$ cat config.mk
export PLATFORM = sky130hd
export DESIGN_NAME = msvt_cordic
export DESIGN_NICKNAME = d
export VERILOG_FILES = /design/src/rtl/core/matrix_stack_vertex_transform_defines.svh /design/src/rtl/core/msvt_pkg.sv /design/src/rtl/core/msvt_cordic.sv
export SDC_FILE = /design/constraint.sdc
export NUM_CORES = 2
export LEC_CHECK = 0
export BUFFER_PORTS_ARGS = -buffer_cell sky130_fd_sc_hd__buf_2
export CORE_UTILIZATION = 60
export DETAILED_ROUTE_END_ITERATION = 16
export PLACE_DENSITY = 0.83
export SETUP_SLACK_MARGIN = 0.1
export SYNTH_ARGS = -nofsm -noshare
export SYNTH_HDL_FRONTEND = slang
export SYNTH_SLANG_ARGS = --single-unit
$ cat constraint.sdc
create_clock -name clock -period 9.32 [get_ports clock]
set_clock_uncertainty 0.2 [all_clocks]
set_input_delay 1.864 -clock clock [delete_from_list [all_inputs] [get_ports clock]]
set_output_delay 1.864 -clock clock [all_outputs]
set_load 0.05 [all_outputs]
$ cat src/rtl/core/matrix_stack_vertex_transform_defines.svh
// assertion macros for the matrix stack vertex transform block
// depends on nothing; the asserting module must have clock and reset signals
`ifndef MATRIX_STACK_VERTEX_TRANSFORM_DEFINES_SVH
`define MATRIX_STACK_VERTEX_TRANSFORM_DEFINES_SVH
`ifndef SYNTHESIS
`define MSVT_ASSERT(label, prop, msg) \
   label: assert property (@(posedge clock) disable iff (reset) prop) else $error(msg);
`define MSVT_ASSERT_NEXT(label, pre, post, msg) \
   label: assert property (@(posedge clock) disable iff (reset) pre |=> post) else $error(msg);
`else
`define MSVT_ASSERT(label, prop, msg)
`define MSVT_ASSERT_NEXT(label, pre, post, msg)
`endif
`endif

$ cat src/rtl/core/msvt_pkg.sv
// shared types, codes and constants of the matrix stack vertex transform block
// depends on nothing
package msvt_pkg;

   localparam int STACK_DEPTH  = 20;
   localparam int CORDIC_STEPS = 16;
   localparam int CNT_W        = $clog2(STACK_DEPTH + 1);
   localparam int RAM_DEPTH    = STACK_DEPTH * 16;
   localparam int RAM_AW       = $clog2(RAM_DEPTH);
   localparam int STEP_W       = $clog2(CORDIC_STEPS);

   localparam logic [2:0] KIND_XFORM  = 3'd0;
   localparam logic [2:0] KIND_PUSH   = 3'd1;
   localparam logic [2:0] KIND_POP    = 3'd2;
   localparam logic [2:0] KIND_SCALE  = 3'd3;
   localparam logic [2:0] KIND_ROTATE = 3'd4;

   localparam logic [1:0] ST_OK  = 2'd0;
   localparam logic [1:0] ST_OVF = 2'd1;
   localparam logic [1:0] ST_UNF = 2'd2;

   localparam logic [1:0] AXIS_X = 2'd0;
   localparam logic [1:0] AXIS_Y = 2'd1;
   localparam logic [1:0] AXIS_Z = 2'd2;

   localparam logic signed [31:0] ONE_Q16         = 32'sd65536;
   localparam logic [32:0]        FULL_TURN_Q16   = 33'd23592960;
   localparam logic [32:0]        QUARTER_Q16     = 33'd5898240;
   localparam logic signed [33:0] TURN_BIAS       = 34'sd2170552320;
   localparam logic [26:0]        DEG_TO_RAD_Q32  = 27'd74961321;
   localparam logic signed [33:0] CORDIC_GAIN_Q30 = 34'sd652032874;
   localparam logic signed [65:0] SAT_MAX         = 66'sd2147483647;
   localparam logic signed [65:0] SAT_MIN         = -66'sd2147483648;

   typedef enum logic [2:0] {
      OP_NOP, OP_XFORM, OP_PUSH, OP_POP, OP_SCALE, OP_ROTATE
   } op_type;

   typedef struct packed {
      op_type             op;
      logic signed [31:0] comp0;
      logic signed [31:0] comp1;
      logic signed [31:0] comp2;
      logic signed [31:0] comp3;
      logic [32:0]        angle_ofs;
      logic [1:0]         axis;
      logic               last;
   } cmd_type;

   typedef struct packed {
      logic    valid;
      cmd_type cmd;
   } queue_type;

   typedef struct packed {
      logic        start;
      logic [32:0] angle;
   } cordic_req_type;

   typedef struct packed {
      logic               done;
      logic signed [31:0] sin;
      logic signed [31:0] cos;
   } cordic_rsp_type;

   function automatic logic [29:0] atan_q30(input logic [4:0] i);
      logic [29:0] v;
      case (i)
         5'd0:  v = 30'd843314857;
         5'd1:  v = 30'd497837829;
         5'd2:  v = 30'd263043837;
         5'd3:  v = 30'd133525159;
         5'd4:  v = 30'd67021687;
         5'd5:  v = 30'd33543516;
         5'd6:  v = 30'd16775851;
         5'd7:  v = 30'd8388437;
         5'd8:  v = 30'd4194283;
         5'd9:  v = 30'd2097149;
         5'd10: v = 30'd1048576;
         5'd11: v = 30'd524288;
         5'd12: v = 30'd262144;
         5'd13: v = 30'd131072;
         5'd14: v = 30'd65536;
         5'd15: v = 30'd32768;
         5'd16: v = 30'd16384;
         5'd17: v = 30'd8192;
         5'd18: v = 30'd4096;
         5'd19: v = 30'd2048;
         5'd20: v = 30'd1024;
         5'd21: v = 30'd512;
         5'd22: v = 30'd256;
         5'd23: v = 30'd128;
         5'd24: v = 30'd64;
         5'd25: v = 30'd32;
         5'd26: v = 30'd16;
         5'd27: v = 30'd8;
         5'd28: v = 30'd4;
         5'd29: v = 30'd2;
         5'd30: v = 30'd1;
         default: v = 30'd0;
      endcase
      return v;
   endfunction

endpackage

$ cat src/rtl/core/msvt_cordic.sv
// angle reduction and rotation-mode cordic giving sin and cos in q16.16
// depends on msvt_pkg
module msvt_cordic (
   input  logic                    clock,
   input  logic                    reset,
   input  msvt_pkg::cordic_req_type creq,
   output msvt_pkg::cordic_rsp_type crsp
);
   import msvt_pkg::*;

   localparam logic [2:0] CS_IDLE   = 3'd0;
   localparam logic [2:0] CS_REDUCE = 3'd1;
   localparam logic [2:0] CS_QUAD   = 3'd2;
   localparam logic [2:0] CS_SCALE  = 3'd3;
   localparam logic [2:0] CS_ITER   = 3'd4;
   localparam logic [2:0] CS_FINISH = 3'd5;

   logic [2:0]         state_ff, state_in;
   logic [2:0]         k_ff, k_in;
   logic [STEP_W-1:0]  i_ff, i_in;
   logic [32:0]        a_ff, a_in;
   logic [32:0]        turn_sub;
   logic [1:0]         q_ff, q_in;
   logic [22:0]        r_ff, r_in;
   logic [49:0]        prod;
   logic signed [33:0] x_ff, x_in, y_ff, y_in, z_ff, z_in;
   logic signed [33:0] dx, dy, at, cr, sr;
   logic signed [31:0] c32, s32;
   logic signed [31:0] sin_ff, sin_in, cos_ff, cos_in;
   logic               done_ff, done_in;

   always_comb begin
      state_in = state_ff;
      k_in     = k_ff;
      i_in     = i_ff;
      a_in     = a_ff;
      q_in     = q_ff;
      r_in     = r_ff;
      x_in     = x_ff;
      y_in     = y_ff;
      z_in     = z_ff;
      sin_in   = sin_ff;
      cos_in   = cos_ff;
      done_in  = 1'b0;
      turn_sub = FULL_TURN_Q16 << k_ff;
      prod     = 50'(r_ff) * 50'(DEG_TO_RAD_Q32);
      dx       = y_ff >>> i_ff;
      dy       = x_ff >>> i_ff;
      at       = signed'({4'b0, atan_q30(5'(i_ff))});
      cr       = (x_ff + 34'sd8192) >>> 14;
      sr       = (y_ff + 34'sd8192) >>> 14;
      c32      = 32'(cr);
      s32      = 32'(sr);
      case (state_ff)
         CS_IDLE: begin
            if (creq.start) begin
               a_in     = creq.angle;
               k_in     = 3'd7;
               state_in = CS_REDUCE;
            end
         end
         CS_REDUCE: begin
            if (a_ff >= turn_sub) begin
               a_in = a_ff - turn_sub;
            end
            k_in = k_ff - 3'd1;
            if (k_ff == 3'd0) begin
               state_in = CS_QUAD;
            end
         end
         CS_QUAD: begin
            if (a_ff >= 3 * QUARTER_Q16) begin
               q_in = 2'd3;
               r_in = 23'(a_ff - 3 * QUARTER_Q16);
            end else if (a_ff >= 2 * QUARTER_Q16) begin
               q_in = 2'd2;
               r_in = 23'(a_ff - 2 * QUARTER_Q16);
            end else if (a_ff >= QUARTER_Q16) begin
               q_in = 2'd1;
               r_in = 23'(a_ff - QUARTER_Q16);
            end else begin
               q_in = 2'd0;
               r_in = 23'(a_ff);
            end
            state_in = CS_SCALE;
         end
         CS_SCALE: begin
            z_in     = signed'(34'((prod + 50'd131072) >> 18));
            x_in     = CORDIC_GAIN_Q30;
            y_in     = '0;
            i_in     = '0;
            state_in = CS_ITER;
         end
         CS_ITER: begin
            if (!z_ff[33]) begin
               x_in = x_ff - dx;
               y_in = y_ff + dy;
               z_in = z_ff - at;
            end else begin
               x_in = x_ff + dx;
               y_in = y_ff - dy;
               z_in = z_ff + at;
            end
            i_in = i_ff + 1'b1;
            if (i_ff == STEP_W'(CORDIC_STEPS - 1)) begin
               state_in = CS_FINISH;
            end
         end
         CS_FINISH: begin
            case (q_ff)
               2'd0: begin
                  cos_in = c32;
                  sin_in = s32;
               end
               2'd1: begin
                  cos_in = -s32;
                  sin_in = c32;
               end
               2'd2: begin
                  cos_in = -c32;
                  sin_in = -s32;
               end
               default: begin
                  cos_in = s32;
                  sin_in = -c32;
               end
            endcase
            done_in  = 1'b1;
            state_in = CS_IDLE;
         end
         default: state_in = CS_IDLE;
      endcase
   end

   always_ff @(posedge clock) begin
      if (reset) begin
         state_ff <= CS_IDLE;
         done_ff  <= 1'b0;
      end else begin
         state_ff <= state_in;
         done_ff  <= done_in;
      end
      k_ff   <= k_in;
      i_ff   <= i_in;
      a_ff   <= a_in;
      q_ff   <= q_in;
      r_ff   <= r_in;
      x_ff   <= x_in;
      y_ff   <= y_in;
      z_ff   <= z_in;
      sin_ff <= sin_in;
      cos_ff <= cos_in;
   end

   assign crsp.done = done_ff;
   assign crsp.sin  = sin_ff;
   assign crsp.cos  = cos_ff;
endmodule

-- Word-level counts from Yosys, hierarchy flattened
Memories as Yosys holds them, arrays and structs flattened. A register that Yosys moved wholly into a read port is not among the register bits.
Cells that the tools add are included.
- register bits: 235
- bits in read-only memories: 480
- output and inout bits: 65
- memories kept: 1
- memories (memory ; depth ; bits a word ; read ports ; clocked after memory_dff ; write ports ; RTL line ; text):
    (name not given) ; 16 ; 30 ; 1 ; 1 ; 0 ; msvt_pkg.sv:68 ; case (i)
- add/sub/neg operators: 17
- multiply operators: 1
- $lt $le $gt $ge: 4
- equality and inequality tests: 12
- shifts and indexed selects: 3
- muxes and demuxes: 25
- reduce and logical (&&, ||, !) cells: 9
- operators by type and width (kind ; number):
    34-bit one-hot mux with 2 select lines ; 3
    32-bit one-hot mux with 3 select lines ; 2
    34-bit two-way mux ; 3
    23-bit two-way mux ; 3
    34-bit by 15-bit adder with 34-bit output (second input constant) ; 2
    34-bit adder ; 2
    34-bit by 4-bit >>> shifter with 34-bit output ; 2
    34-bit subtractor ; 2
    33-bit two-way mux ; 2
    33-bit one-hot mux with 2 select lines ; 1
    20-bit negator with 32-bit output ; 2
    50-bit by 18-bit adder with 50-bit output (second input constant) ; 1
    23-bit by 27-bit multiplier with 50-bit output (second input constant) ; 1
    34-bit by 31-bit adder with 34-bit output ; 1
    34-bit by 31-bit subtractor with 34-bit output ; 1
    33-bit by 23-bit greater-or-equal comparator with 1-bit output (second input constant) ; 1
    33-bit by 24-bit greater-or-equal comparator with 1-bit output (second input constant) ; 1
    33-bit by 25-bit greater-or-equal comparator with 1-bit output (second input constant) ; 1
    33-bit greater-or-equal comparator ; 1
    25-bit by 3-bit << shifter with 33-bit output (first input constant) ; 1
    33-bit subtractor ; 1
    23-bit by 20-bit subtractor with 23-bit output (second input constant) ; 1
    23-bit by 22-bit subtractor with 23-bit output (second input constant) ; 1
    23-bit subtractor (second input constant) ; 1
    21 further kinds ; 34

-- Longest topological paths before layout
- word-level depth: 4
- mapped depth: 29

-- Least setup slack after synthesis
OpenSTA, ideal clock, no wires.
- kind: flip-flop to flip-flop
- start point: register r_ff[11]
- end point: register z_ff[22] (data pin)
- setup time: 0.270 ns
- data arrival time: 6.558 ns
- data required time: 8.850 ns
- path slack: 2.292 ns
- cell stages (with the launch flop): 23
- path buffers: 0
- period minus slack after synthesis: 7.028 ns
- cell sequence: edfxtp_1 fa_1 inv_1 fa_1 inv_1 fa_1 fa_1 fa_1 fa_1 inv_1 fa_1 inv_1 ha_1 nand3_1 o211ai_1 a211oi_1 o22ai_1 o311ai_0 and2_1 o21ai_0 a21boi_0 xor2_1 a21oi_1
- cells in the longest elaborated chain, start to end: 3
- ends and longest elaborated chain (element ; RTL line ; text):
    from (decl) ; msvt_cordic.sv:24 ; logic [22:0] r_ff, r_in;
    from (signal assigned) ; msvt_cordic.sv:147 ; r_ff <= r_in;
    23-bit by 27-bit multiplier with 50-bit output ; msvt_cordic.sv:46 ; prod = 50'(r_ff) * 50'(DEG_TO_RAD_Q32);
    50-bit by 18-bit adder with 50-bit output ; msvt_cordic.sv:88 ; z_in = signed'(34'((prod + 50'd131072) >> 18));
    34-bit one-hot mux with 2 select lines ; msvt_cordic.sv:54 ; case (state_ff)
    named net z_in[22] ; msvt_cordic.sv:26 ; logic signed [33:0] x_ff, x_in, y_ff, y_in, z_ff, z_in;
    to (signal assigned) ; msvt_cordic.sv:150 ; z_ff <= z_in;
    to (decl) ; msvt_cordic.sv:26 ;
The timed path passes the listed nets, and every way through them passes these cells.
A chain may end at the register's enable or synchronous reset.

-- Final worst setup path
Ends and elaborated chain as after synthesis.

==> results_dict.tcl <==
set metrics [dict create \
    avgSynthCellArea_um2 9.34 \
    synth.most_common_cell "inv_1" \
    worst-slew-pin-transition_ns 1.23 \
    via_per_inst 6.15 \
    power_switching_mw 0.679 \
    synth_edf_count 231 \
    p_int_mw 2.28 \
    synthToLayoutAreaGrowth_pct 6.18 \
    groute.usage.overall_pct 30.0 \
    worst_slack_ns 1.68 \
    ir_drop_mv 0.147 \
    grt_overflow 0 \
    synth.area.top_cells "edfxtp_1 (20%), ha_1 (14%), fa_1 (13%), mux4_2 (5.7%), inv_1 (4.4%)" \
    arrival_ns 7.72 \
    synth_top_area_share_pct 20.4 \
    ios 101 \
    clkPwrFrac_pct 48.3 \
    final-max-slew-violation-count 0 \
    p_seq_share_pct 45.2 \
    cts_resized 0 \
    r2r_end "z_ff[22]" \
    cts.sinks 263 \
    grt_max_degree 71 \
    p_total_mw 2.96 \
    worstReg2RegStart "r_ff[11]" \
    nets 4296 \
    crit_end "z_ff[22]" \
    required_ns 9.40 \
    dr.first_iter.drc_count 2006 \
    core_area_um2 55500 \
    clock_path_buffers 3 \
    synth_area_leader_cell "edfxtp_1" \
    critPathLaunch "r_ff[11]" \
    routed_wl_mm 84.8 \
    clk_latency_ns 0.57 \
    synth_top_flop_cell "edfxtp_1" \
    clk_pin_slew_worst_paths_ns 0.06 \
    synthesis.nets 4292 \
    finalCritPeriodShare_pct 82.0 \
    die_h_um 240 \
    antennaDiodeCount 0 \
    utilization_pct 65.0 \
    die_x_um 240 \
    cts_buffers 34 \
    reg2reg_depth 21 \
    finalSetupViolations 0 \
    final_layout_size_suffix_gt1_share_pct 9.53 \
    setup-tns-final_ns 0 \
    netlist_area_um2 34000 \
    dpl_cell_area_um2 34900 \
    max_freq_ghz 0.131 \
    cap_violations 0 \
    endpoint_kind "flop" \
    start_kind "flop" \
    place_ws_ns 1.69 \
    switching_share_pct 23.0 \
    cts_tree "built" \
    hold_viol 0 \
    die_area_um2 57600 \
    rows 86 \
    cp_max_fo 7 \
    dr.pass1.iters 6 \
    yosys_warnings 0 \
    power_density_nw_per_um2 81.9 \
    postSynth.asyncResetShare_pct 0 \
    grt_pass1_wl_mm 137 \
    worst-setup-path-type "flop to flop" \
    p_comb_share_pct 6.6 \
    rsz0062_at_grt "false" \
    slew_headroom_pct 18.0 \
    portBuffers 100 \
    period_needed_ns 7.64 \
    antenna_found_initial 0 \
    grt_pass1_vias 27200 \
    postSynthCellCount 3643 \
    wire_per_inst_um 19.2 \
    final_area_um2 36100 \
    hold_class "flop to flop" \
    drc 0 \
    root_buffer "clkbuf_16" \
    ys_seq_area_share_pct 22.3 \
    synth-seq-cells 263 \
    dp_hpwl_mm 66.7 \
    yosys-top-cells-count "inv_1 (402), ha_1 (386), nand2_1 (355)" \
    post_cts_buffers 0 \
    gp_congestion 0.948 \
    start_util_pct 61.3 \
    cts_hold_buf 0 \
    via_count 27200 \
    p_leak_nw 16.0 \
    htree_levels 2 \
    status "complete, no violations" \
    r2r_slack_ns 1.68 \
    antenna_left 0 \
    synth.distinct_cells 103 \
]
## worst max-delay path, cell delays in order (launching register included)
cell      delay [ns]
edfxtp_1        0.54
fa_1            0.68
inv_1           0.12
fa_1            0.54
inv_1           0.05
fa_1            0.51
fa_1            0.43
fa_1            0.52
fa_1            0.56
inv_1           0.06
fa_1            0.53
inv_1           0.04
ha_1            0.34
nand3_1         0.17
or4_1           0.52
o22ai_1         0.38
o311ai_0        0.24
and2_1          0.24
o21ai_0         0.25
a21boi_0        0.18
xor2_1          0.18
a21oi_1         0.08
## sequential cells by signal, summed over array words and instances, names as in the netlist
signal / cells
q_ff: 2
at: 28
a_ff: 33
i_ff: 4
r_ff: 23
cos_ff: 32
y_ff: 34
x_ff: 34
sin_ff: 32
state_ff: 3
done_ff: 1
z_ff: 34
k_ff: 3
## cells in the final DEF (no fill, tap or decap), drive strengths merged, types with 15 or more instances in the layout
cell type	n
fa	227
xnor2	144
edfxtp	231
a21o	57
nor3	65
nand4	32
o31ai	20
o21ai	163
mux2	19
nor4	21
xor2	130
o21a	27
o21bai	15
nand3	56
and3	32
nor2	287
ha	386
dfxtp	32
nand2b	26
nor2b	27
mux4	86
mux2i	66
o211ai	22
nand2	355
a31oi	51
a21oi	246
inv	407
buf	126
and2	32
clkbuf	40
or3	18
a211oi	32
## how the worst min path moves through the flow
stage	depth (start not counted)	from	to	slack, ns
after global routing	0	a_ff[15]	r_ff[15]	0.29
after CTS	0	a_ff[15]	r_ff[15]	0.28
after detailed placement	0	a_ff[15]	r_ff[15]	0.27
after global placement	0	a_ff[15]	r_ff[15]	0.27
final	0	a_ff[15]	r_ff[15]	0.28
after floorplan	0	a_ff[0]	r_ff[0]	0.23
## power by group through the flow
stage / registers [mW] / clock network [mW] / logic [mW]
4_1_cts: 1.34 / 1.45 / 0.194
5_1_grt: 1.34 / 1.49 / 0.218
3_3_place_gp: 1.36 / 0 / 0.185
3_5_place_dp: 1.36 / 0 / 0.191
6_report: 1.34 / 1.43 / 0.194
2_1_floorplan: 1.35 / 0 / 0.149
## kinds of logic after synthesis
logic type               count (synthesis)  synth area share (%)
AND/OR/NAND/NOR                       1004                  13.9
AO/OA/AOI/OAI                          757                  14.2
flip-flops                             263                  22.3
adder cells (fa/ha/maj)                613                  27.6
multiplexers                           171                  8.29
buffers and inverters                  561                  6.69
XOR/XNOR                               274                  7.08
## area by class of cell
class	instances	area, µm²
flip-flops and latches	263	7580
fillers	4407	19400
multi-input cells	2819	24200
inverters	403	1520
well taps	748	936
repair buffers	126	696
clock inverters	21	288
clock buffers	40	927
## stage by stage
stage / cells / hold slack, ns
after floorplan: 3643 / 0.227
after global placement: 4359 / 0.266
after detailed placement: 4359 / 0.267
after CTS: 4420 / 0.281
after global routing: 4420 / 0.293
final: 4420 / 0.284
## metal layers
metal  vias up  GRT usage, %  share of wire [%]
met4         0          16.5                5.7
li1      12900             -                  -
met2      1080          51.8                 48
met3       297          4.89                7.1
met1     12900          35.5                 39
met5         -             0                  0
Power figures use the tool's default switching activity.
