[src/rtl/core/matrix_stack_vertex_transform_defines.svh]
// assertion macros for the matrix stack vertex transform block
// depends on nothing; the asserting module must have clock and reset signals
`ifndef MATRIX_STACK_VERTEX_TRANSFORM_DEFINES_SVH
`define MATRIX_STACK_VERTEX_TRANSFORM_DEFINES_SVH
`ifndef SYNTHESIS
`define MSVT_ASSERT(label, prop, msg) \
   label: assert property (@(posedge clock) disable iff (reset) prop) else $error(msg);
`define MSVT_ASSERT_NEXT(label, pre, post, msg) \
   label: assert property (@(posedge clock) disable iff (reset) pre |=> post) else $error(msg);
`else
`define MSVT_ASSERT(label, prop, msg)
`define MSVT_ASSERT_NEXT(label, pre, post, msg)
`endif
`endif

[src/rtl/core/msvt_pkg.sv]
// shared types, codes and constants of the matrix stack vertex transform block
// depends on nothing
package msvt_pkg;

   localparam int STACK_DEPTH  = 20;
   localparam int CORDIC_STEPS = 16;
   localparam int CNT_W        = $clog2(STACK_DEPTH + 1);
   localparam int RAM_DEPTH    = STACK_DEPTH * 16;
   localparam int RAM_AW       = $clog2(RAM_DEPTH);
   localparam int STEP_W       = $clog2(CORDIC_STEPS);

   localparam logic [2:0] KIND_XFORM  = 3'd0;
   localparam logic [2:0] KIND_PUSH   = 3'd1;
   localparam logic [2:0] KIND_POP    = 3'd2;
   localparam logic [2:0] KIND_SCALE  = 3'd3;
   localparam logic [2:0] KIND_ROTATE = 3'd4;

   localparam logic [1:0] ST_OK  = 2'd0;
   localparam logic [1:0] ST_OVF = 2'd1;
   localparam logic [1:0] ST_UNF = 2'd2;

   localparam logic [1:0] AXIS_X = 2'd0;
   localparam logic [1:0] AXIS_Y = 2'd1;
   localparam logic [1:0] AXIS_Z = 2'd2;

   localparam logic signed [31:0] ONE_Q16         = 32'sd65536;
   localparam logic [32:0]        FULL_TURN_Q16   = 33'd23592960;
   localparam logic [32:0]        QUARTER_Q16     = 33'd5898240;
   localparam logic signed [33:0] TURN_BIAS       = 34'sd2170552320;
   localparam logic [26:0]        DEG_TO_RAD_Q32  = 27'd74961321;
   localparam logic signed [33:0] CORDIC_GAIN_Q30 = 34'sd652032874;
   localparam logic signed [65:0] SAT_MAX         = 66'sd2147483647;
   localparam logic signed [65:0] SAT_MIN         = -66'sd2147483648;

   typedef enum logic [2:0] {
      OP_NOP, OP_XFORM, OP_PUSH, OP_POP, OP_SCALE, OP_ROTATE
   } op_type;

   typedef struct packed {
      op_type             op;
      logic signed [31:0] comp0;
      logic signed [31:0] comp1;
      logic signed [31:0] comp2;
      logic signed [31:0] comp3;
      logic [32:0]        angle_ofs;
      logic [1:0]         axis;
      logic               last;
   } cmd_type;

   typedef struct packed {
      logic    valid;
      cmd_type cmd;
   } queue_type;

   typedef struct packed {
      logic        start;
      logic [32:0] angle;
   } cordic_req_type;

   typedef struct packed {
      logic               done;
      logic signed [31:0] sin;
      logic signed [31:0] cos;
   } cordic_rsp_type;

   function automatic logic [29:0] atan_q30(input logic [4:0] i);
      logic [29:0] v;
      case (i)
         5'd0:  v = 30'd843314857;
         5'd1:  v = 30'd497837829;
         5'd2:  v = 30'd263043837;
         5'd3:  v = 30'd133525159;
         5'd4:  v = 30'd67021687;
         5'd5:  v = 30'd33543516;
         5'd6:  v = 30'd16775851;
         5'd7:  v = 30'd8388437;
         5'd8:  v = 30'd4194283;
         5'd9:  v = 30'd2097149;
         5'd10: v = 30'd1048576;
         5'd11: v = 30'd524288;
         5'd12: v = 30'd262144;
         5'd13: v = 30'd131072;
         5'd14: v = 30'd65536;
         5'd15: v = 30'd32768;
         5'd16: v = 30'd16384;
         5'd17: v = 30'd8192;
         5'd18: v = 30'd4096;
         5'd19: v = 30'd2048;
         5'd20: v = 30'd1024;
         5'd21: v = 30'd512;
         5'd22: v = 30'd256;
         5'd23: v = 30'd128;
         5'd24: v = 30'd64;
         5'd25: v = 30'd32;
         5'd26: v = 30'd16;
         5'd27: v = 30'd8;
         5'd28: v = 30'd4;
         5'd29: v = 30'd2;
         5'd30: v = 30'd1;
         default: v = 30'd0;
      endcase
      return v;
   endfunction

endpackage

[src/rtl/core/msvt_if.sv]
// command and result channel interfaces, valid/ready handshake
// depends on nothing
interface msvt_req_if;
   logic               valid;
   logic               ready;
   logic [2:0]         kind;
   logic signed [31:0] comp0;
   logic signed [31:0] comp1;
   logic signed [31:0] comp2;
   logic signed [31:0] comp3;
   logic signed [31:0] angle_deg;
   logic [1:0]         axis;
   logic               batch_end;

   modport source (output valid, kind, comp0, comp1, comp2, comp3, angle_deg, axis,
                   batch_end, input ready);
   modport sink (input valid, kind, comp0, comp1, comp2, comp3, angle_deg, axis,
                 batch_end, output ready);
endinterface


[src/rtl/core/msvt_front.sv]
// command intake: decodes each transaction and queues it for the back end
// depends on msvt_pkg and msvt_if
module msvt_front (
   input  logic                clock,
   input  logic                reset,
   msvt_req_if.sink            req,
   output msvt_pkg::queue_type qout,
   input  logic                q_pop
);
   import msvt_pkg::*;

   cmd_type            fifo_ff [2];
   cmd_type            cmd;
   logic [1:0]         cnt_ff, cnt_in;
   logic               wr_ff, wr_in, rd_ff, rd_in;
   logic               push;
   logic signed [33:0] ang_sum;

   always_comb begin
      ang_sum       = 34'(req.angle_deg) + TURN_BIAS;
      cmd.comp0     = req.comp0;
      cmd.comp1     = req.comp1;
      cmd.comp2     = req.comp2;
      cmd.comp3     = req.comp3;
      cmd.angle_ofs = ang_sum[32:0];
      cmd.axis      = req.axis;
      cmd.last      = req.batch_end;
      case (req.kind)
         KIND_XFORM:  cmd.op = OP_XFORM;
         KIND_PUSH:   cmd.op = OP_PUSH;
         KIND_POP:    cmd.op = OP_POP;
         KIND_SCALE:  cmd.op = OP_SCALE;
         KIND_ROTATE: cmd.op = OP_ROTATE;
         default:     cmd.op = OP_NOP;
      endcase
   end

   assign req.ready = (cnt_ff != 2'd2);
   assign push      = req.valid && req.ready;
   assign qout.valid = (cnt_ff != 2'd0);
   assign qout.cmd   = fifo_ff[rd_ff];

   always_comb begin
      wr_in  = wr_ff ^ push;
      rd_in  = rd_ff ^ q_pop;
      cnt_in = cnt_ff + {1'b0, push} - {1'b0, q_pop};
   end

   always_ff @(posedge clock) begin
      if (reset) begin
         cnt_ff <= '0;
         wr_ff  <= 1'b0;
         rd_ff  <= 1'b0;
      end else begin
         cnt_ff <= cnt_in;
         wr_ff  <= wr_in;
         rd_ff  <= rd_in;
      end
      if (push) begin
         fifo_ff[wr_ff] <= cmd;
      end
   end
endmodule

[src/flat_wrapper.sv]
// flat-port wrapper written by rule: the top's interface ports become plain ports
module msvt_front_flat import msvt_pkg::*;
  (clock, reset, qout, q_pop, req_valid, req_kind, req_comp0, req_comp1, req_comp2, req_comp3, req_angle_deg, req_axis, req_batch_end, req_ready);
  msvt_req_if req_i ();
  input  logic clock;
  input  logic reset;
  output msvt_pkg::queue_type qout;
  input  logic q_pop;
  input wire logic [$bits(req_i.valid)-1:0] req_valid;
  input wire logic [$bits(req_i.kind)-1:0] req_kind;
  input wire logic [$bits(req_i.comp0)-1:0] req_comp0;
  input wire logic [$bits(req_i.comp1)-1:0] req_comp1;
  input wire logic [$bits(req_i.comp2)-1:0] req_comp2;
  input wire logic [$bits(req_i.comp3)-1:0] req_comp3;
  input wire logic [$bits(req_i.angle_deg)-1:0] req_angle_deg;
  input wire logic [$bits(req_i.axis)-1:0] req_axis;
  input wire logic [$bits(req_i.batch_end)-1:0] req_batch_end;
  output wire logic [$bits(req_i.ready)-1:0] req_ready;
  assign req_i.valid = req_valid;
  assign req_i.kind = req_kind;
  assign req_i.comp0 = req_comp0;
  assign req_i.comp1 = req_comp1;
  assign req_i.comp2 = req_comp2;
  assign req_i.comp3 = req_comp3;
  assign req_i.angle_deg = req_angle_deg;
  assign req_i.axis = req_axis;
  assign req_i.batch_end = req_batch_end;
  assign req_ready = req_i.ready;
  msvt_front u_core (.clock(clock), .reset(reset), .req(req_i), .qout(qout), .q_pop(q_pop));
endmodule
[config.mk]
export PLATFORM = sky130hd
export DESIGN_NAME = msvt_front_flat
export DESIGN_NICKNAME = d
export VERILOG_FILES = /design/src/rtl/core/matrix_stack_vertex_transform_defines.svh /design/src/rtl/core/msvt_pkg.sv /design/src/rtl/core/msvt_if.sv /design/src/rtl/core/msvt_front.sv /design/src/flat_wrapper.sv
export SDC_FILE = /design/constraint.sdc
export NUM_CORES = 1
export LEC_CHECK = 0
export ABC_AREA = 1
export BUFFER_PORTS_ARGS = -buffer_cell sky130_fd_sc_hd__buf_2
export CAP_MARGIN = 0
export CORE_MARGIN = 3
export CORE_UTILIZATION = 53
export CTS_CLUSTER_SIZE = 28
export DETAILED_ROUTE_END_ITERATION = 10
export PLACE_DENSITY = 0.79
export SETUP_SLACK_MARGIN = 0.15
export SLEW_MARGIN = 40
export SYNTH_ARGS = -nofsm -noshare
export SYNTH_HDL_FRONTEND = slang
export SYNTH_SLANG_ARGS = --single-unit
[constraint.sdc]
create_clock -name clock -period 7.15 [get_ports clock]
set_input_delay 1.43 -clock clock [delete_from_list [all_inputs] [get_ports clock]]
set_output_delay 1.43 -clock clock [all_outputs]
set_load 0.05 [all_outputs]
# Word-level counts from Yosys, hierarchy flattened
# Memory sizes are Yosys's and may differ from the RTL's. A register that Yosys moved wholly into a read port is not among the register bits.
# Cells that the tools add are included.
[op_classes]
n_addsub = 3
multipliers = 0
n_div = 0
magnitude_cmp = 0
eq_ne = 5
shift = 0
n_mux = 4
bitwise_logic = 2
n_reduce_logical = 3
[op_table]
columns = ["cell", "n"]
rows = [
  ["$add A32 B33 Y33 const B", 1],
  ["$pmux W3 S5", 1],
  ["$eq A3 B2 Y1 const B", 2],
  ["$eq A3 B1 Y1 const B", 1],
  ["$eq A3 B3 Y1 const B", 1],
  ["$logic_not A3 Y1", 1],
  ["$mux W1", 3],
  ["$add A2 B1 Y2", 1],
  ["$ne A2 B2 Y1 const B", 1],
  ["$reduce_bool A2 Y1", 1],
  ["$sub A2 B1 Y2", 1],
  ["$xor A1 B1 Y1", 2],
  ["$logic_and A1 B1 Y1", 1],
]
[totals]
ff_bits = 4
latch_bits = 0
ramBits = 334
mem_bits_ro = 0
in_bits = 170
word_cells = 21
n_memories = 1
[mem_list]
columns = ["name", "words", "width", "rd", "rd_clocked_by_memory_dff", "wr", "line", "text"]
rows = [
  ["u_core.fifo_ff", 2, 167, 1, 1, 1, "msvt_front.sv:12", "cmd_type fifo_ff [2];"],
]

# Depth between registers and ports, before layout
# Gate-level depths: netlist of run 1.
[depth]
word_depth = 4
depth_mapped = 8

# Worst setup path after synthesis of run 1
# No wires, ideal clock.
[synth_path]
path_kind = "input -> register"
startpoint = "input req_valid"
endpoint = "memory u_core.fifo_ff[1][0] (netlist bit) (enable)"
t_arrival_ns = 5.666
required_ns = 6.602
slack_ns = 0.936
cell_stages = 2
path_buffers = 0
path_cell_list = "a21boi_0 -> ha_1"
[synth_via]
elab_chain_len = 3
[synth_lines]
columns = ["element", "line", "text"]
rows = [
  ["start, declared", "flat_wrapper.sv:9", "input wire logic [$bits(req_i.valid)-1:0] req_valid;"],
  ["$logic_and A1 B1 Y1", "msvt_front.sv:39", "assign push = req.valid && req.ready;"],
  ["$mux W1", "msvt_front.sv:59", "if (push) begin"],
  ["$mux W1 (implied by the code)", "msvt_front.sv:60", "fifo_ff[wr_ff] <= cmd;"],
  ["end, declared", "msvt_front.sv:12", ""],
]
# No other way between the ends.

==> results of run 1 <==
[how the worst min path moves through the flow]
| stage | from | endpoint | slack (ns) | depth (start not counted) |
|---|---|---|---|---|
| after floorplan | u_core.cnt_ff[1] | u_core.cnt_ff[1] | 0.52 | 3 |
| after global placement | u_core.cnt_ff[1] | u_core.cnt_ff[1] | 0.56 | 3 |
| after detailed placement | u_core.cnt_ff[1] | u_core.cnt_ff[1] | 0.56 | 3 |
| after CTS | u_core.cnt_ff[1] | u_core.cnt_ff[1] | 0.58 | 3 |
| after global routing | u_core.cnt_ff[1] | u_core.cnt_ff[1] | 0.63 | 3 |
| final | u_core.cnt_ff[1] | u_core.cnt_ff[1] | 0.59 | 3 |
[critical path, stage by stage (launching register included)]
cell and delay, ns:
dfxtp_4 0.79, buf_12 0.58, mux2_2 0.43, buf_2 0.22
[cells by family after synthesis]
family                   synth area share (%)
XOR/XNOR                               0.3377
AO/OA/AOI/OAI                          0.1350
flip-flops                              77.96
buffers and inverters                   1.949
AND/OR/NAND/NOR                         1.708
adder cells (fa/ha/maj)                0.4824
multiplexers                            17.43
[stage by stage]
stage                     setup slack, ns  area, um2
after CTS                           3.014      16020
after global routing                2.905      16020
after global placement              3.165      14970
final                               2.991      16020
after floorplan                    0.9358      12970
after detailed placement            3.224      15010
[power breakdown]
part	leakage, nW	internal, mW	switching (mW)
sequential	3.15	2.49	0.0713
clock	0.497	0.935	0.662
combinational	2.64	0.392	0.967
[cell usage in the layout (no fill, tap or decap)]
cell and count:
clkinv_1 11, edfxtp_1 334, nor3b_1 1, nand3b_1 1
clkbuf_1 7, nand2_1 30, clkinv_2 4, diode_2 1
a21boi_0 1, dfxtp_4 1, dfxtp_1 3, xnor2_1 4
ha_4 2, a21oi_1 1, mux2_4 101, buf_12 5
ha_1 3, mux2_2 66, buf_2 338, inv_1 17
clkbuf_16 37, buf_4 1, xor2_1 1, nor2_1 9
nand3_1 7, nand4_1 4, o21ai_0 1
[layout make-up]
class	count	area share (%)
sequential	338	63.12
multi-input combinational	232	16.42
timing repair buffer	344	11.23
clock buffer	44	5.943
tap	319	2.491
inverter	17	0.3983
clock inverter	15	0.3827
antenna	1	0.01562
[flip-flops by register name (all words and copies together), names as in the netlist]
name and flops:
u_core.wr_ff 1, u_core.rd_ff 1, u_core.cnt_ff 2, u_core.fifo_ff 334
[per-layer routing]
layer / track usage (%) / vias to the layer above / wire [um]
met5: 0 / - / 10
met2: 32.06 / 269 / 12890
met4: 5.777 / 2 / 607
li1: - / 3081 / -
met3: 6.155 / 50 / 2314
met1: 20.05 / 3223 / 8978
==> results_dict.tcl, run 1 <==
set metrics [dict create \
    ios 339 \
    drc 0 \
    crit_fanout 99 \
    layout.nets 1144 \
    gp_congestion 0.7494 \
    firstDrtPassIters 4 \
    synthCells 606 \
    synth_async_sr_flop_share_pct 0 \
    cts.sinks 338 \
    critPathCapture "qout[16]" \
    dp_hpwl_mm 16.94 \
    tns_ns 0 \
    numCtsBuffers 36 \
    yosys_register_bits 338 \
    synth_top_area_share_pct 77.34 \
    grt_pass1_wl_mm 36.45 \
    finalCritPeriodShare_pct 58.16 \
    fillers 1577 \
    multi_input_area_um2 2630 \
    cts_buffer_depth 3 \
    drive_above_1_share_pct 56.06 \
    die_h_um 162.4 \
    grt-ovfl-total 0 \
    track_usage_pct 17.88 \
    synth_common_cells "edfxtp_1 (334), mux2_4 (101), mux2_2 (66)" \
    io_buffers 338 \
    synth_area_um2 12970 \
    drv_slew 0 \
    worst_setup_path_start_kind "flip-flop" \
    area_growth_pct 23.55 \
    htreeDepth 2 \
    yosysSeqAreaShare_pct 77.96 \
    clock.fmax_ghz 0.2405 \
    stdcell_count 1310 \
    p_per_area_nw_per_um2 344.3 \
    syn_nets 781 \
    cts-resized-gates 0 \
    crit_arrival_ns 2.73 \
    ant_nets 0 \
    finalSetupViolations 0 \
    grt_pass1_vias 6913 \
    hold_violations 0 \
    antenna_found_initial 2 \
    ys_types 19 \
    die_area_um2 26380 \
    vdd_drop_max_mv 0.2461 \
    whs_ns 0.5913 \
    synth_edf_count 334 \
    cp.required_ns 5.72 \
    maxCapViolations 0 \
    seqCellArea_um2 10110 \
    cp-end-kind "output port" \
    avgViaCountPerCell 5.057 \
    routed_wl_mm 24.80 \
    vias 6625 \
    postCtsSetupBuffers 0 \
    rsz0062_at_grt "no" \
    rrSetupSlack_ns 4.32 \
    tightest_slew_ns 0.7841 \
    ys.flop_type "edfxtp_1" \
    die_w_um 162.4 \
    r2r_start "u_core.cnt_ff[0]" \
    fp.coreArea_um2 23750 \
    p_leak_nw 6.282 \
    period_minus_slack_ns 4.159 \
    placed_cells 1250 \
    ys_warn_count 0 \
    path_class "reg2out" \
    grt_max_degree 100 \
    cts_hold_buf 0 \
    yosys-top-cells-area "edfxtp_1 (77%), mux2_4 (12%), mux2_2 (5.7%), buf_6 (1.3%), nand2_1 (0.87%)" \
    num_rows 56 \
    rr_worst_depth 5 \
    fin_util_pct 67.45 \
    clock_latency_ns 0.49 \
    avgRoutedWirePerCell_um 18.93 \
    start_util_pct 54.59 \
    drt_iter0_drc 364 \
    avgSynthCellArea_um2 21.40 \
    rr_endpoint "u_core.fifo_ff[1][9]" \
    relSlewSlack_pct 47.73 \
    clk_pin_slew_ns 0.06 \
    status "complete, no violations" \
    cts-root-buf "clkbuf_16" \
    synth.most_common_cell "edfxtp_1" \
    finClkSkew_ns 0.01307 \
    cts_tree "done" \
    total_power_mw 5.516 \
    startpoint "u_core.rd_ff" \
    synth_top_area_cell "edfxtp_1" \
    hp-class "reg2reg" \
]
(Power assumes the default switching activity.)
==> inputs of run 2 (changes only) <==
--- a/config.mk
+++ b/config.mk
@@ -5,7 +5,7 @@
 export SDC_FILE = /design/constraint.sdc
 export NUM_CORES = 1
 export LEC_CHECK = 0
-export ABC_AREA = 1
+export ABC_AREA = 0
 export BUFFER_PORTS_ARGS = -buffer_cell sky130_fd_sc_hd__buf_2
 export CAP_MARGIN = 0
 export CORE_MARGIN = 3
==> constraint.sdc (replaced) <==
create_clock -name clock -period 4.3 [get_ports clock]
set_input_delay 0.86 -clock clock [delete_from_list [all_inputs] [get_ports clock]]
set_output_delay 0.86 -clock clock [all_outputs]
set_load 0.05 [all_outputs]
==> results_dict.tcl, run 2 <==
set metrics [dict create \
    synth_area_um2 12910 \
    syn_nets 751 \
    tightest_slew_ns 0.7692 \
    postCtsSetupBuffers 0 \
    multi_input_area_um2 2609 \
    clk_pin_slew_ns 0.06 \
    ant_nets 0 \
    largestRegisters "u_core.fifo_ff (334), u_core.cnt_ff (2)" \
    ys_types 24 \
    clkPwrFrac_pct 29.1 \
    grt_max_degree 97 \
    yosysSeqAreaShare_pct 78.32 \
    area_growth_pct 25.04 \
    power_switching_mw 3.232 \
    drc 0 \
    dp_hpwl_mm 17.01 \
    avgViaCountPerCell 5.064 \
    fillers 1564 \
    vdd_drop_max_mv 0.5045 \
    cp-end-kind "output port" \
    numCtsBuffers 34 \
    path_class "reg2out" \
    fin_util_pct 68.15 \
    swShare_pct 32.03 \
    yosys_register_bits 338 \
    avgRoutedWirePerCell_um 19.78 \
    antenna_found_initial 5 \
    grt_pass1_wl_mm 37.78 \
    rsz0062_at_grt "no" \
    maxCapViolations 0 \
    synth_top_area_share_pct 77.70 \
    finClkSkew_ns 0.006589 \
    cp.required_ns 3.44 \
    synth.most_common_cell "edfxtp_1" \
    largest_reg_flops 334 \
    seqPwrFrac_pct 44.0 \
    hp-class "in2reg" \
    die_area_um2 26270 \
    clock_latency_ns 0.49 \
    cts-root-buf "clkbuf_16" \
    ios 339 \
    synth_edf_count 334 \
    grt-ovfl-total 0 \
    cts-resized-gates 0 \
    track_usage_pct 18.65 \
    relSlewSlack_pct 48.72 \
    ys.flop_type "edfxtp_1" \
    hold_violations 0 \
    vias 6502 \
    whs_ns 0.5555 \
    stdcell_count 1284 \
    firstDrtPassIters 4 \
    die_h_um 162.1 \
    synth_top_area_cell "edfxtp_1" \
    htreeDepth 2 \
    yosys-top-cells-area "edfxtp_1 (78%), mux2_4 (12%), mux2_2 (5.8%), buf_6 (1.3%), xnor2_1 (0.75%)" \
    final_common_cell "buf_2" \
    largest-register "u_core.fifo_ff" \
    drt_iter0_drc 407 \
    status "complete, no violations" \
    combinationalPowerShare_pct 26.9 \
    io_buffers 338 \
    finalCritPeriodShare_pct 74.78 \
    num_rows 56 \
    routed_wl_mm 25.40 \
    period_minus_slack_ns 3.216 \
    cts_buffer_depth 3 \
    finish.instance_area_um2 16140 \
    synthCells 576 \
    worst_setup_path_start_kind "flip-flop" \
    cts_hold_buf 0 \
    cts.sinks 338 \
    layout.nets 1114 \
    p_per_area_nw_per_um2 625.1 \
    layout_common_cells "buf_2 (338), edfxtp_1 (334), mux2_4 (101)" \
    ys_warn_count 0 \
    internal_power_mw 6.858 \
    cts_tree "done" \
    synth_common_cells "edfxtp_1 (334), mux2_4 (101), mux2_2 (66)" \
    p_leak_nw 6.267 \
    fp.coreArea_um2 23680 \
    die_w_um 162.1 \
    crit_arrival_ns 2.36 \
    gp_congestion 0.7596 \
    clock.fmax_ghz 0.3110 \
    finalSetupViolations 0 \
    drv_slew 0 \
    seqCellArea_um2 10110 \
    avgSynthCellArea_um2 22.41 \
    crit_fanout 44 \
    grt_pass1_vias 6888 \
    start_util_pct 54.51 \
    synth_async_sr_flop_share_pct 0 \
    placed_cells 1222 \
    place_area_um2 14990 \
    drive_above_1_share_pct 59.29 \
]
-- run 2: cell type report --
class	instances	area share [%]
Sequential cell	338	62.66
Multi-Input combinational cell	212	16.16
Tap cell	319	2.473
Antenna cell	2	0.03101
Inverter	6	0.1395
Timing Repair Buffer	347	11.44
Clock buffer	43	6.124
Clock inverter	17	0.9690
-- run 2: path summary, 6_finish.rpt --
check	to	slack (ns)	startpoint	cells past startpoint
worst max register to register	u_core.fifo_ff[1][110]	2.27	u_core.cnt_ff[0]	5
worst min-delay path	u_core.fifo_ff[0][21]	0.56	req_angle_deg[18]	1
worst min register to register	u_core.cnt_ff[1]	0.57	u_core.cnt_ff[1]	2
worst max-delay path	qout[22]	1.08	u_core.rd_ff	3
-- run 2: power by group through the flow --
| stage | sequential, mW | combinational, mW | clock (mW) |
|---|---|---|---|
| floorplan | 4.53 | 2.13 | 0 |
| global placement | 4.48 | 2.70 | 0 |
| detailed placement | 4.50 | 2.73 | 0 |
| CTS | 4.44 | 2.74 | 3.01 |
| global route | 4.49 | 2.83 | 3.14 |
| finish | 4.44 | 2.71 | 2.94 |
-- run 2: logic make-up after synthesis --
kind of cell / synth area share, %
mux: 17.51
compound gates: 0.4652
fa+ha+maj: 0.4846
flops: 78.32
xor+xnor: 0.8820
buf+inv: 1.667
simple gates: 0.6786
-- run 2: per-layer routing --
layer | global-route usage, % | share of wire [%] | wire length, um | vias up
li1 | - | - | - | 3005
met2 | 31.64 | 50 | 12610 | 308
met5 | 0 | 0.21 | 54 | -
met3 | 6.452 | 9.7 | 2457 | 57
met4 | 6.010 | 2.9 | 739 | 6
met1 | 22.62 | 38 | 9535 | 3126
-- run 2: worst max-delay path, cell delays in order, from the launching register on --
cell and delay, ns:
dfxtp_4 0.85, buf_12 0.35, mux2_2 0.39, buf_2 0.21
-- run 2: stage by stage --
step	setup TNS [ns]	setup WS, ns	total power [mW]
after floorplan	-383.42	-1.148	6.657
after detailed placement	0	1.590	7.230
after CTS	0	1.051	10.19
final	0	1.084	10.09
after global placement	0	1.623	7.179
after global routing	0	0.9788	10.46
